File: config.mk
export PLATFORM = sky130hd
export DESIGN_NAME = melody_note_token_parser_unit
export DESIGN_NICKNAME = d
export VERILOG_FILES = /design/src/rtl/mntp_pkg.sv /design/src/rtl/mntp_step.sv /design/src/rtl/melody_note_token_parser_unit.sv
export SDC_FILE = /design/constraint.sdc
export NUM_CORES = 1
export LEC_CHECK = 0
export BUFFER_PORTS_ARGS = -buffer_cell sky130_fd_sc_hd__buf_4
export CAP_MARGIN = 20
export CORE_UTILIZATION = 25
export CTS_CLUSTER_DIAMETER = 200
export DETAILED_ROUTE_END_ITERATION = 8
export RECOVER_POWER = 50
export SYNTH_ARGS = -nofsm -noshare
export SYNTH_HDL_FRONTEND = slang
export SYNTH_HIERARCHICAL = 1
export SYNTH_SLANG_ARGS = --single-unit
File: constraint.sdc
create_clock -name clk -period 3.2 [get_ports clk]
set_clock_uncertainty 0.15 [all_clocks]
set_input_delay 0.48 -clock clk [delete_from_list [all_inputs] [get_ports clk]]
set_output_delay 0.48 -clock clk [all_outputs]
set_load 0.05 [all_outputs]
File: src/rtl/mntp_pkg.sv
// ----------------------------------------------------------------------------
// mntp_pkg
// Shared types and constants for the melody note token parser: status codes,
// character codes, the result beat and the note letter offset lookup.
// ----------------------------------------------------------------------------
package mntp_pkg;

  // result status codes
  localparam logic [1:0] ST_NOTE = 2'd0;
  localparam logic [1:0] ST_BAD  = 2'd1;
  localparam logic [1:0] ST_END  = 2'd2;

  // character codes
  localparam logic [7:0] CH_NUL    = 8'h00;
  localparam logic [7:0] CH_TAB    = 8'h09;
  localparam logic [7:0] CH_SPACE  = 8'h20;
  localparam logic [7:0] CH_HASH   = 8'h23;
  localparam logic [7:0] CH_COMMA  = 8'h2C;
  localparam logic [7:0] CH_DOT    = 8'h2E;
  localparam logic [7:0] CH_ZERO   = 8'h30;
  localparam logic [7:0] CH_NINE   = 8'h39;
  localparam logic [7:0] CH_UP_A   = 8'h41;
  localparam logic [7:0] CH_UP_G   = 8'h47;
  localparam logic [7:0] CH_UP_P   = 8'h50;
  localparam logic [7:0] CH_UP_Z   = 8'h5A;
  localparam logic [7:0] CH_UNDER  = 8'h5F;
  localparam logic [7:0] CH_LO_A   = 8'h61;
  localparam logic [7:0] CH_LO_Z   = 8'h7A;
  localparam logic [7:0] CASE_GAP  = 8'h20;

  // limits
  localparam logic [7:0] DUR_MAX    = 8'd128;
  localparam logic [4:0] OCT_MAX    = 5'd16;
  localparam logic [4:0] DOTS_MAX   = 5'd16;
  localparam logic [7:0] PAUSE_SEMI = 8'hFF;
  localparam logic [7:0] SEMIS_OCT  = 8'd12;

  // configuration register indexes
  localparam logic [1:0] CFG_DFLT_DUR = 2'd0;
  localparam logic [1:0] CFG_DFLT_OCT = 2'd1;

  // one result beat
  typedef struct packed {
    logic       valid;
    logic [1:0] status;
    logic [7:0] semitone;
    logic [7:0] note_length;
    logic [4:0] dot_count;
    logic       text_done;
  } mntp_res_t;

  // semitone offset of letters A..G within the octave
  function automatic logic [3:0] letter_offset(input logic [2:0] idx);
    logic [3:0] off;
    case (idx)
      3'd0:    off = 4'd9;
      3'd1:    off = 4'd11;
      3'd2:    off = 4'd0;
      3'd3:    off = 4'd2;
      3'd4:    off = 4'd4;
      3'd5:    off = 4'd5;
      3'd6:    off = 4'd7;
      default: off = 4'd9;
    endcase
    return off;
  endfunction

endpackage

File: src/rtl/mntp_step.sv
// ----------------------------------------------------------------------------
// mntp_step
// Token parser state and the per-character update. The result of the current
// character is combinational; state moves on when the character is consumed.
// ----------------------------------------------------------------------------
module mntp_step (
  input  logic                clk,
  input  logic                rst_n,
  input  logic                adv,
  input  logic [7:0]          ch,
  input  logic [7:0]          dflt_dur,
  input  logic [4:0]          dflt_oct,
  output mntp_pkg::mntp_res_t res
);
  import mntp_pkg::*;

  typedef enum logic [2:0] {
    PH_IDLE, PH_DUR, PH_LETTER, PH_SHARP, PH_OCT, PH_DOTS, PH_SKIP
  } phase_t;

  phase_t     phase_r, phase_nxt;
  logic [7:0] dur_r, dur_nxt;
  logic [7:0] letter_r, letter_nxt;
  logic       sharp_r, sharp_nxt;
  logic [4:0] oct_r, oct_nxt;
  logic [4:0] dots_r, dots_nxt;
  logic       err_r, err_nxt;

  // character classes
  logic       is_num, is_upper, is_lower;
  logic [3:0] digit;
  logic [11:0] dur_acc;
  logic [8:0]  oct_acc;

  assign is_num   = (ch >= CH_ZERO) && (ch <= CH_NINE);
  assign is_upper = (ch >= CH_UP_A) && (ch <= CH_UP_Z);
  assign is_lower = (ch >= CH_LO_A) && (ch <= CH_LO_Z);
  assign digit    = 4'(ch - CH_ZERO);
  assign dur_acc  = {4'd0, dur_r} * 12'd10 + {8'd0, digit};
  assign oct_acc  = {4'd0, oct_r} * 9'd10 + {5'd0, digit};

  // token judgement on the held token
  logic [7:0] eff_dur;
  logic [4:0] eff_oct;
  logic       is_note, tok_ok;
  logic [8:0] semi_full;

  assign eff_dur   = (dur_r != 8'd0) ? dur_r : dflt_dur;
  assign eff_oct   = (oct_r != 5'd0) ? oct_r : dflt_oct;
  assign is_note   = (letter_r >= CH_UP_A) && (letter_r <= CH_UP_G);
  assign tok_ok    = (eff_dur != 8'd0) && (eff_dur <= DUR_MAX) &&
                     (is_note || (letter_r == CH_UP_P)) &&
                     (eff_oct <= OCT_MAX) && (dots_r <= DOTS_MAX);
  assign semi_full = {4'd0, eff_oct} * 9'(SEMIS_OCT)
                   + {5'd0, letter_offset(3'(letter_r - CH_UP_A))}
                   + {8'd0, sharp_r};

  // next state and result
  always_comb begin
    logic do_dur, do_oct, do_dots, do_close, clr;
    do_dur     = 1'b0;
    do_oct     = 1'b0;
    do_dots    = 1'b0;
    do_close   = 1'b0;
    clr        = 1'b0;
    phase_nxt  = phase_r;
    dur_nxt    = dur_r;
    letter_nxt = letter_r;
    sharp_nxt  = sharp_r;
    oct_nxt    = oct_r;
    dots_nxt   = dots_r;
    err_nxt    = err_r;
    res        = '0;

    if (err_r) begin
      // drop everything until the terminator
      if (ch == CH_NUL) begin
        err_nxt       = 1'b0;
        phase_nxt     = PH_IDLE;
        clr           = 1'b1;
        res.valid     = 1'b1;
        res.status    = ST_END;
        res.text_done = 1'b1;
      end
    end else begin
      case (phase_r)
        PH_IDLE: begin
          if (ch == CH_NUL) begin
            res.valid     = 1'b1;
            res.status    = ST_END;
            res.text_done = 1'b1;
          end else if (!((ch == CH_SPACE) || (ch == CH_TAB))) begin
            do_dur = 1'b1;
          end
        end
        PH_DUR:    do_dur = 1'b1;
        PH_LETTER: begin
          if ((ch == CH_HASH) || (ch == CH_UNDER)) begin
            sharp_nxt = 1'b1;
            phase_nxt = PH_SHARP;
          end else begin
            do_oct = 1'b1;
          end
        end
        PH_SHARP, PH_OCT: do_oct  = 1'b1;
        PH_DOTS:          do_dots = 1'b1;
        default: begin
          // skipping to the next comma
          if (ch == CH_COMMA) begin
            phase_nxt = PH_IDLE;
          end else if (ch == CH_NUL) begin
            phase_nxt     = PH_IDLE;
            res.valid     = 1'b1;
            res.status    = ST_END;
            res.text_done = 1'b1;
          end
        end
      endcase

      // duration digits or letter
      if (do_dur) begin
        if (is_num) begin
          dur_nxt   = (dur_acc > 12'd255) ? 8'hFF : dur_acc[7:0];
          phase_nxt = PH_DUR;
        end else if (is_upper || is_lower) begin
          letter_nxt = is_lower ? (ch - CASE_GAP) : ch;
          phase_nxt  = PH_LETTER;
        end else begin
          do_close = 1'b1;
        end
      end

      // octave digits
      if (do_oct) begin
        if (is_num) begin
          oct_nxt   = (oct_acc > 9'd31) ? 5'h1F : oct_acc[4:0];
          phase_nxt = PH_OCT;
        end else begin
          do_dots = 1'b1;
        end
      end

      // dots
      if (do_dots) begin
        if (ch == CH_DOT) begin
          if (dots_r != 5'h1F) dots_nxt = dots_r + 5'd1;
          phase_nxt = PH_DOTS;
        end else begin
          do_close = 1'b1;
        end
      end

      // token end
      if (do_close) begin
        clr           = 1'b1;
        res.valid     = 1'b1;
        res.text_done = (ch == CH_NUL);
        if (tok_ok) begin
          res.status      = ST_NOTE;
          res.semitone    = is_note ? semi_full[7:0] : PAUSE_SEMI;
          res.note_length = eff_dur;
          res.dot_count   = dots_r;
          phase_nxt = ((ch == CH_NUL) || (ch == CH_COMMA)) ? PH_IDLE : PH_SKIP;
        end else begin
          res.status = ST_BAD;
          if (ch != CH_NUL) err_nxt = 1'b1;
          phase_nxt = PH_IDLE;
        end
      end
    end

    if (clr) begin
      dur_nxt    = '0;
      letter_nxt = '0;
      sharp_nxt  = 1'b0;
      oct_nxt    = '0;
      dots_nxt   = '0;
    end
  end

  // parser state
  always_ff @(posedge clk) begin
    if (!rst_n) begin
      phase_r  <= PH_IDLE;
      dur_r    <= '0;
      letter_r <= '0;
      sharp_r  <= 1'b0;
      oct_r    <= '0;
      dots_r   <= '0;
      err_r    <= 1'b0;
    end else if (adv) begin
      phase_r  <= phase_nxt;
      dur_r    <= dur_nxt;
      letter_r <= letter_nxt;
      sharp_r  <= sharp_nxt;
      oct_r    <= oct_nxt;
      dots_r   <= dots_nxt;
      err_r    <= err_nxt;
    end
  end

endmodule

File: src/rtl/melody_note_token_parser_unit.sv
// ----------------------------------------------------------------------------
// melody_note_token_parser_unit
// Parses comma separated note tokens one character a beat and returns a
// note, an error or an end-of-text beat.
//
//   channel | direction | ports
//   --------+-----------+--------------------------------------------------
//   in      | sink      | in_valid, in_ready, in_character
//   out     | source    | out_valid, out_ready, out_status, out_semitone,
//           |           | out_note_length, out_dot_count, out_text_done
//   cfg     | sink      | cfg_wr_en, cfg_index, cfg_data
//
// One character is taken every cycle unless a held result stalls the input;
// its result passes from the input register through the parser into the
// result register, from which it is handed over.
// Reset returns the parser to idle and the defaults to duration 4, octave 5.
// A held result stalls the input register only when the next character also
// gives a result; characters that give none keep flowing.
// ----------------------------------------------------------------------------
module melody_note_token_parser_unit (
  input  logic       clk,
  input  logic       rst_n,
  input  logic       in_valid,
  output logic       in_ready,
  input  logic [7:0] in_character,
  output logic       out_valid,
  input  logic       out_ready,
  output logic [1:0] out_status,
  output logic [7:0] out_semitone,
  output logic [7:0] out_note_length,
  output logic [4:0] out_dot_count,
  output logic       out_text_done,
  input  logic       cfg_wr_en,
  input  logic [1:0] cfg_index,
  input  logic [7:0] cfg_data
);
  import mntp_pkg::*;

  logic       s1_valid_r;
  logic [7:0] s1_char_r;
  logic [7:0] dflt_dur_r;
  logic [4:0] dflt_oct_r;
  logic       out_valid_r;
  mntp_res_t  out_res_r;
  mntp_res_t  res;
  logic       adv;

  // parser moves on when its result, if any, has room
  assign adv      = s1_valid_r && (!res.valid || !out_valid_r || out_ready);
  assign in_ready = !s1_valid_r || adv;

  mntp_step u_step (
    .clk      (clk),
    .rst_n    (rst_n),
    .adv      (adv),
    .ch       (s1_char_r),
    .dflt_dur (dflt_dur_r),
    .dflt_oct (dflt_oct_r),
    .res      (res)
  );

  // configuration registers
  always_ff @(posedge clk) begin
    if (!rst_n) begin
      dflt_dur_r <= 8'd4;
      dflt_oct_r <= 5'd5;
    end else if (cfg_wr_en) begin
      if (cfg_index == CFG_DFLT_DUR) dflt_dur_r <= cfg_data;
      if (cfg_index == CFG_DFLT_OCT) dflt_oct_r <= cfg_data[4:0];
    end
  end

  // input register
  always_ff @(posedge clk) begin
    if (!rst_n) begin
      s1_valid_r <= 1'b0;
    end else if (in_ready) begin
      s1_valid_r <= in_valid;
    end
  end

  always_ff @(posedge clk) begin
    if (in_ready && in_valid) s1_char_r <= in_character;
  end

  // result register
  always_ff @(posedge clk) begin
    if (!rst_n) begin
      out_valid_r <= 1'b0;
    end else if (adv && res.valid) begin
      out_valid_r <= 1'b1;
    end else if (out_ready) begin
      out_valid_r <= 1'b0;
    end
  end

  always_ff @(posedge clk) begin
    if (adv && res.valid) out_res_r <= res;
  end

  assign out_valid       = out_valid_r;
  assign out_status      = out_res_r.status;
  assign out_semitone    = out_res_r.semitone;
  assign out_note_length = out_res_r.note_length;
  assign out_dot_count   = out_res_r.dot_count;
  assign out_text_done   = out_res_r.text_done;

endmodule
Word level (Yosys, flattened, before mapping). Index checks and enable logic that the tools add are counted.

Flip-flop bits (word level): 78. Output and inout bits: 26. Word-level logic and storage cells: 196.

Equality and inequality tests: 22. Add/sub/neg operators: 8. Bitwise operators: 2. Order comparisons: 13. Reductions and logical operators: 50. Multiplexer cells: 81. $mul: 3.

Operators by type and width (count): 8-bit 2-to-1 mux (13); 5-bit 2-to-1 mux (11); 3-bit 2-to-1 mux (17); 8-bit by 6-bit == test with 1-bit output, second input constant (4); 1-bit 2-to-1 mux (32); 25-bit 2-to-1 mux (1); 8-bit by 7-bit >= comparator with 1-bit output, second input constant (3); 8-bit by 7-bit <= comparator with 1-bit output, second input constant (3); 4-bit case mux with 6 select lines (1); 8-bit nonzero test (3); 21-bit 2-to-1 mux (1); 2-bit nonzero test (10); 8-bit by 7-bit == test with 1-bit output, second input constant (2); 3-bit == test, second input constant (5); 12-bit by 4-bit adder with 12-bit output (1); 3-bit by 2-bit == test with 1-bit output, second input constant (4); 12-bit by 8-bit > comparator with 1-bit output, second input constant (1); 3-bit case mux with 2 select lines (2); 4-bit AND reduction (3); 1-bit logical AND (11); 8-bit by 3-bit multiplier with 11-bit output, second input constant (1); 5-bit <= comparator, second input constant (2); 5-bit AND reduction (2); 5-bit OR reduction (2); 29 further kinds (44).

Logic depth before layout (Yosys ltp).
Word-level depth: 18. Gate-level depth with buffers: 15.

By module. Netlist, hierarchy kept.

By module, submodules not included: mntp_step (seq. area each 620.6 um^2, cells an instance 419, instances 1, area an instance 3293.2 um^2); melody_note_token_parser_unit (seq. area each 1261.2 um^2, cells an instance 97, instances 1, area an instance 1595.3 um^2).

Least setup slack after synthesis. No wires, ideal clock.

Path kind: register to register. Start point: register s1_char_r[2]. End point: register u_step.letter_r[2]. Stages on the path, launching flop included: 15. Data arrival time: 3.215 ns. Slack: -0.280 ns. Data required time: 2.935 ns. Cells stage by stage: edfxtp_1 > buf_2 > or2_1 > a2111o_1 > nand4_2 > a21oi_2 > or2_4 > a21o_1 > a21boi_0 > inv_1 > a21oi_4 > o41ai_2 > buf_4 > and3_1 > a31o_1.

RTL lines: from (decl) (RTL line melody_note_token_parser_unit.sv:40) `logic [7:0] s1_char_r;`; from (signal assigned) (RTL line melody_note_token_parser_unit.sv:83) `if (in_ready && in_valid) s1_char_r <= in_character;`; to (signal assigned) (RTL line mntp_step.sv:194) `letter_r <= letter_nxt;`; to (decl) (RTL line mntp_step.sv:23) `logic [7:0] letter_r, letter_nxt;`.

==> summary by stage <==
Status
The flow ran to the end, but the final reports show violations. The checks that failed: capacitance limit, slew limit.

Clock tree
Counting along the longest clock path gives a buffer depth of 2. The clock network latency to the later pin of the worst-skew pair is 0.34 ns. The clock tree root driver cell is sky130_fd_sc_hd__clkbuf_16. TritonCTS built the clock tree. The H-tree was split into 3 levels.

The sink count of the clock tree is 78. The total clock buffers created by CTS is 9. Clock-pin slew was measured on the worst setup and hold paths at 0.06 ns.

Hold repair after CTS inserted 0 buffers.

Pwr
IR analysis of the VDD net gives a maximum drop of 0.000316 V. The static power due to leakage is 2.55 nW. Power spread over the standard cell area amounts to 418 mW/mm^2.

Yosys
The fraction of post-synthesis cell area in the top cell type by area is 0.197. The async set-or-reset flop fraction in the synthesized netlist is 0. The fraction of synthesized cell area in xor and xnor cells is 0.0376. The Yosys warning count is 6.

Sorting the synthesized cells by how often they occur yields sky130_fd_sc_hd__dfxtp_1, sky130_fd_sc_hd__nand2_1, sky130_fd_sc_hd__ha_1. For this run, the register share of the synthesized area comes to 0.385. In this run, synthesis produced a sequential element count of 78. The average cell area after synthesis is 9.47 um^2. The mux share of post-synthesis cell area is 0.0289.

The number of enable-type register cells in the synthesized netlist is 32. In this run the cell area of the synthesized design comes to 0.00489 mm^2. The synthesized netlist contains 76 unique library cells. The net count after synthesis is 584.

Of the total synthesized cell area, the portion taken by full adders, half adders and majority gates is 0.123. Synthesis produced a netlist whose cell count is 516. sky130_fd_sc_hd__edfxtp_1 takes more of the synthesized area than any other cell. Sorting the synthesized cells by area gives the leading types as sky130_fd_sc_hd__edfxtp_1, sky130_fd_sc_hd__dfxtp_1, sky130_fd_sc_hd__ha_1.

The predominant post-synthesis flop cell is sky130_fd_sc_hd__dfxtp_1. The share of the synthesized area in compound gates (AO/OA/AOI/OAI) came to 0.175. After synthesis, the largest family of logic cells by area is simple AND/OR/NAND/NOR gates. The simple-gate share of the synthesized area is 0.203.

Cells and area
The final net count is 665. For this run, the share of the core covered by cells in the final layout is 0.325. The area used by sequential logic in the layout is 0.00188 mm^2.

In the final layout, the multi-input gates occupy 0.00287 mm^2. The total inserted antenna cells is 0. The total non-filler cell area in the finished layout is 0.00615 mm^2. The fraction of final layout cells sized beyond drive strength 1 is 0.189. From synthesis to final layout, the design area changed by 25.9%.

The filler cell count is 1,996.

Floorplan
In this run the horizontal extent of the chip is 142 um. The starting density of the core is 0.258. The overall die area is 0.0201 mm^2. The core region area is 0.0190 mm^2. The floorplan row count is 50.

The height of the die is 142 um. For this design the top-level I/O count stands at 49.

Worst setup path
Counting cells, the worst reg-to-reg path comes to 12. In this run the worst path has a maximum fanout of 3. STA classifies the critical path startpoint as a register. The end of the critical path is in_ready. The critical path endpoint category is an output port. The critical path launch point is s1_char_r[4].

The critical path arrival is 2.46 ns. The reg-to-reg startpoint is s1_char_r[4]. The worst reg2reg path endpoint is u_step/dur_r[3]. The data required time of the critical path is 2.57 ns. The worst register-to-register path has a setup slack of 0.15 ns.

The category of the most critical setup path is register to output port.

STA
The final hold slack is 0.189 ns. The worst pin sits at a relative slew slack of -0.0287. Setup slack closes at 0.110 ns. Setup repair after global routing could not meet its margin everywhere.

The number of endpoints with negative hold slack in the final report is 0. The number of max-slew violations in the final report was 9. For the pin with the worst max-slew slack, the measured transition is 1.54 ns. Setup violations remaining at the end of the flow were counted as 0. The worst path needs 3.09 ns of the cycle, external delays included. The peak clock frequency supported by timing is 324 MHz. The final cycle utilization of the critical path is 0.966.

Min path
The worst hold path belongs to the class input pin to register.

Routing
Using the TritonRoute via totals, the vias-per-cell ratio works out to 4.62. In the final routed layout, each cell accounts on average for 13.6 um. The final route contains 3,986 vias. The total wire length is 11,700 um.

The post-route DRC violation count is 0. The number of search-and-repair iterations in the first detailed-routing pass is 4. The count of antenna-violating nets left after detailed routing is 0. The violation count after the first detailed-route iteration is 253.

Global routing
The global-route congestion overflow total is 0. The pin count of the biggest net entering global routing is 53. The initial antenna violation count was 0. The wire length of the first global-routing pass is 19,400 um. The total routing usage reported by global routing is 0.123. The number of global-route vias before repair is 3,820.

Placement
The placed instance area is 0.00575 mm^2. Once detailed placement completed, the half-perimeter wirelength came to 8750 um. Port buffering added 48 buffers. Routability-driven placement finished with a final weighted congestion of 0.841. Timing analysis after detailed placement gives a worst setup slack of 0.0603 ns.

Run
The number of max-cap violations is 1.
==> layer usage <==
| metal | vias up | wire length [um] | global-route usage |
|---|---|---|---|
| met3 | 5 | 491 | 0.0246 |
| met1 | 1853 | 5890 | 0.172 |
| met5 | - | 0 | 0 |
| li1 | 2051 | - | - |
| met2 | 77 | 5240 | 0.187 |
| met4 | 0 | 119 | 0.0436 |
==> metrics by stage <==
step	total power [mW]	setup TNS, ns	cells
floorplan	1.35	-0.0703	516
global placement	1.46	0	836
detailed placement	1.46	0	836
CTS	2.59	0	855
global route	2.67	-0.00324	862
finish	2.57	0	862
==> cells by family after synthesis <==
| group | count (synthesis) |
|---|---|
| flip-flops | 78 |
| XOR/XNOR | 21 |
| multiplexers | 14 |
| AO/OA/AOI/OAI | 118 |
| AND/OR/NAND/NOR | 186 |
| buffers and inverters | 54 |
| adder cells (fa/ha/maj) | 45 |
==> layout by cell type (no fill, tap or decap), types with 5 or more instances in the layout <==
cell type                   netlist  routed
sky130_fd_sc_hd__o21ai_0         10      10
sky130_fd_sc_hd__and3_1          13      13
sky130_fd_sc_hd__mux2i_1         13      13
sky130_fd_sc_hd__ha_1            40      39
sky130_fd_sc_hd__clkbuf_16        0       9
sky130_fd_sc_hd__xnor2_1         13      13
sky130_fd_sc_hd__nand2_1         46      46
sky130_fd_sc_hd__clkbuf_4         0       8
sky130_fd_sc_hd__clkbuf_1        11      27
sky130_fd_sc_hd__nand2b_1         7       7
sky130_fd_sc_hd__inv_1           31      29
sky130_fd_sc_hd__buf_4            1      54
sky130_fd_sc_hd__edfxtp_1        32      32
sky130_fd_sc_hd__a21oi_1         35      35
sky130_fd_sc_hd__nor3_1          11      11
sky130_fd_sc_hd__nor2_1          39      37
sky130_fd_sc_hd__a21o_1          11      10
sky130_fd_sc_hd__dfxtp_1         46      46
sky130_fd_sc_hd__a32o_1           9       9
sky130_fd_sc_hd__a211oi_1         7       6
sky130_fd_sc_hd__nor2b_1         10       9
sky130_fd_sc_hd__nor4_1           6       5
sky130_fd_sc_hd__xor2_1           8       8
sky130_fd_sc_hd__nand3_1         21      19
sky130_fd_sc_hd__fa_1             5       5
==> state kept, by name (all words and copies together) (netlist names) <==
signal,cells
dflt_dur_r,8
dflt_oct_r,5
out_dot_count,5
out_note_length,8
out_semitone,8
out_status,2
out_text_done,1
out_valid,1
s1_char_r,8
s1_valid_r,1
u_step/dots_r,5
u_step/dur_r,8
u_step/err_r,1
u_step/letter_r,8
u_step/oct_r,5
u_step/phase_r,3
u_step/sharp_r,1
==> area by class of cell <==
| class | count | area share |
|---|---|---|
| Tap cell | 260 | 0.0529 |
| Clock buffer | 10 | 0.0372 |
| Sequential cell | 78 | 0.306 |
| Inverter | 32 | 0.0197 |
| Clock inverter | 6 | 0.0155 |
| Multi-Input combinational cell | 384 | 0.467 |
| Timing Repair Buffer | 92 | 0.102 |
==> power breakdown <==
group | switching (mW) | total, mW | internal [mW] | leakage, nW
sequential | 0.0221 | 1.09 | 1.07 | 0.663
combinational | 0.219 | 0.353 | 0.134 | 1.74
clock | 0.434 | 1.12 | 0.690 | 0.151
total | 0.675 | 2.57 | 1.89 | 2.55
==> critical path: stages, from the launching register on <==
cell	delay, ns
sky130_fd_sc_hd__edfxtp_1	0.40
sky130_fd_sc_hd__or3_4	0.38
sky130_fd_sc_hd__a2111o_1	0.39
sky130_fd_sc_hd__nand4_2	0.11
sky130_fd_sc_hd__a21oi_4	0.04
sky130_fd_sc_hd__or2_4	0.24
sky130_fd_sc_hd__a21o_4	0.24
sky130_fd_sc_hd__nand4b_1	0.14
sky130_fd_sc_hd__buf_6	0.18
==> timing repair <==
action	CTS	global route
resized for setup	3	18
pin swaps	4	9
setup endpoints to repair	1	30
buffers inserted	4	7
==> how the worst min path moves through the flow <==
stage	from	endpoint	slack [ns]	cells after the start
floorplan	dflt_oct_r[0]	dflt_oct_r[0]	0.29	1
detailed placement	u_step/letter_r[3]	u_step/letter_r[3]	0.31	2
CTS	in_character[0]	s1_char_r[0]	0.15	1
global placement	u_step/letter_r[3]	u_step/letter_r[3]	0.30	2
global route	in_character[2]	s1_char_r[2]	0.18	1
finish	in_character[0]	s1_char_r[0]	0.19	1
No activity file was read; power rests on OpenSTA's default activity.
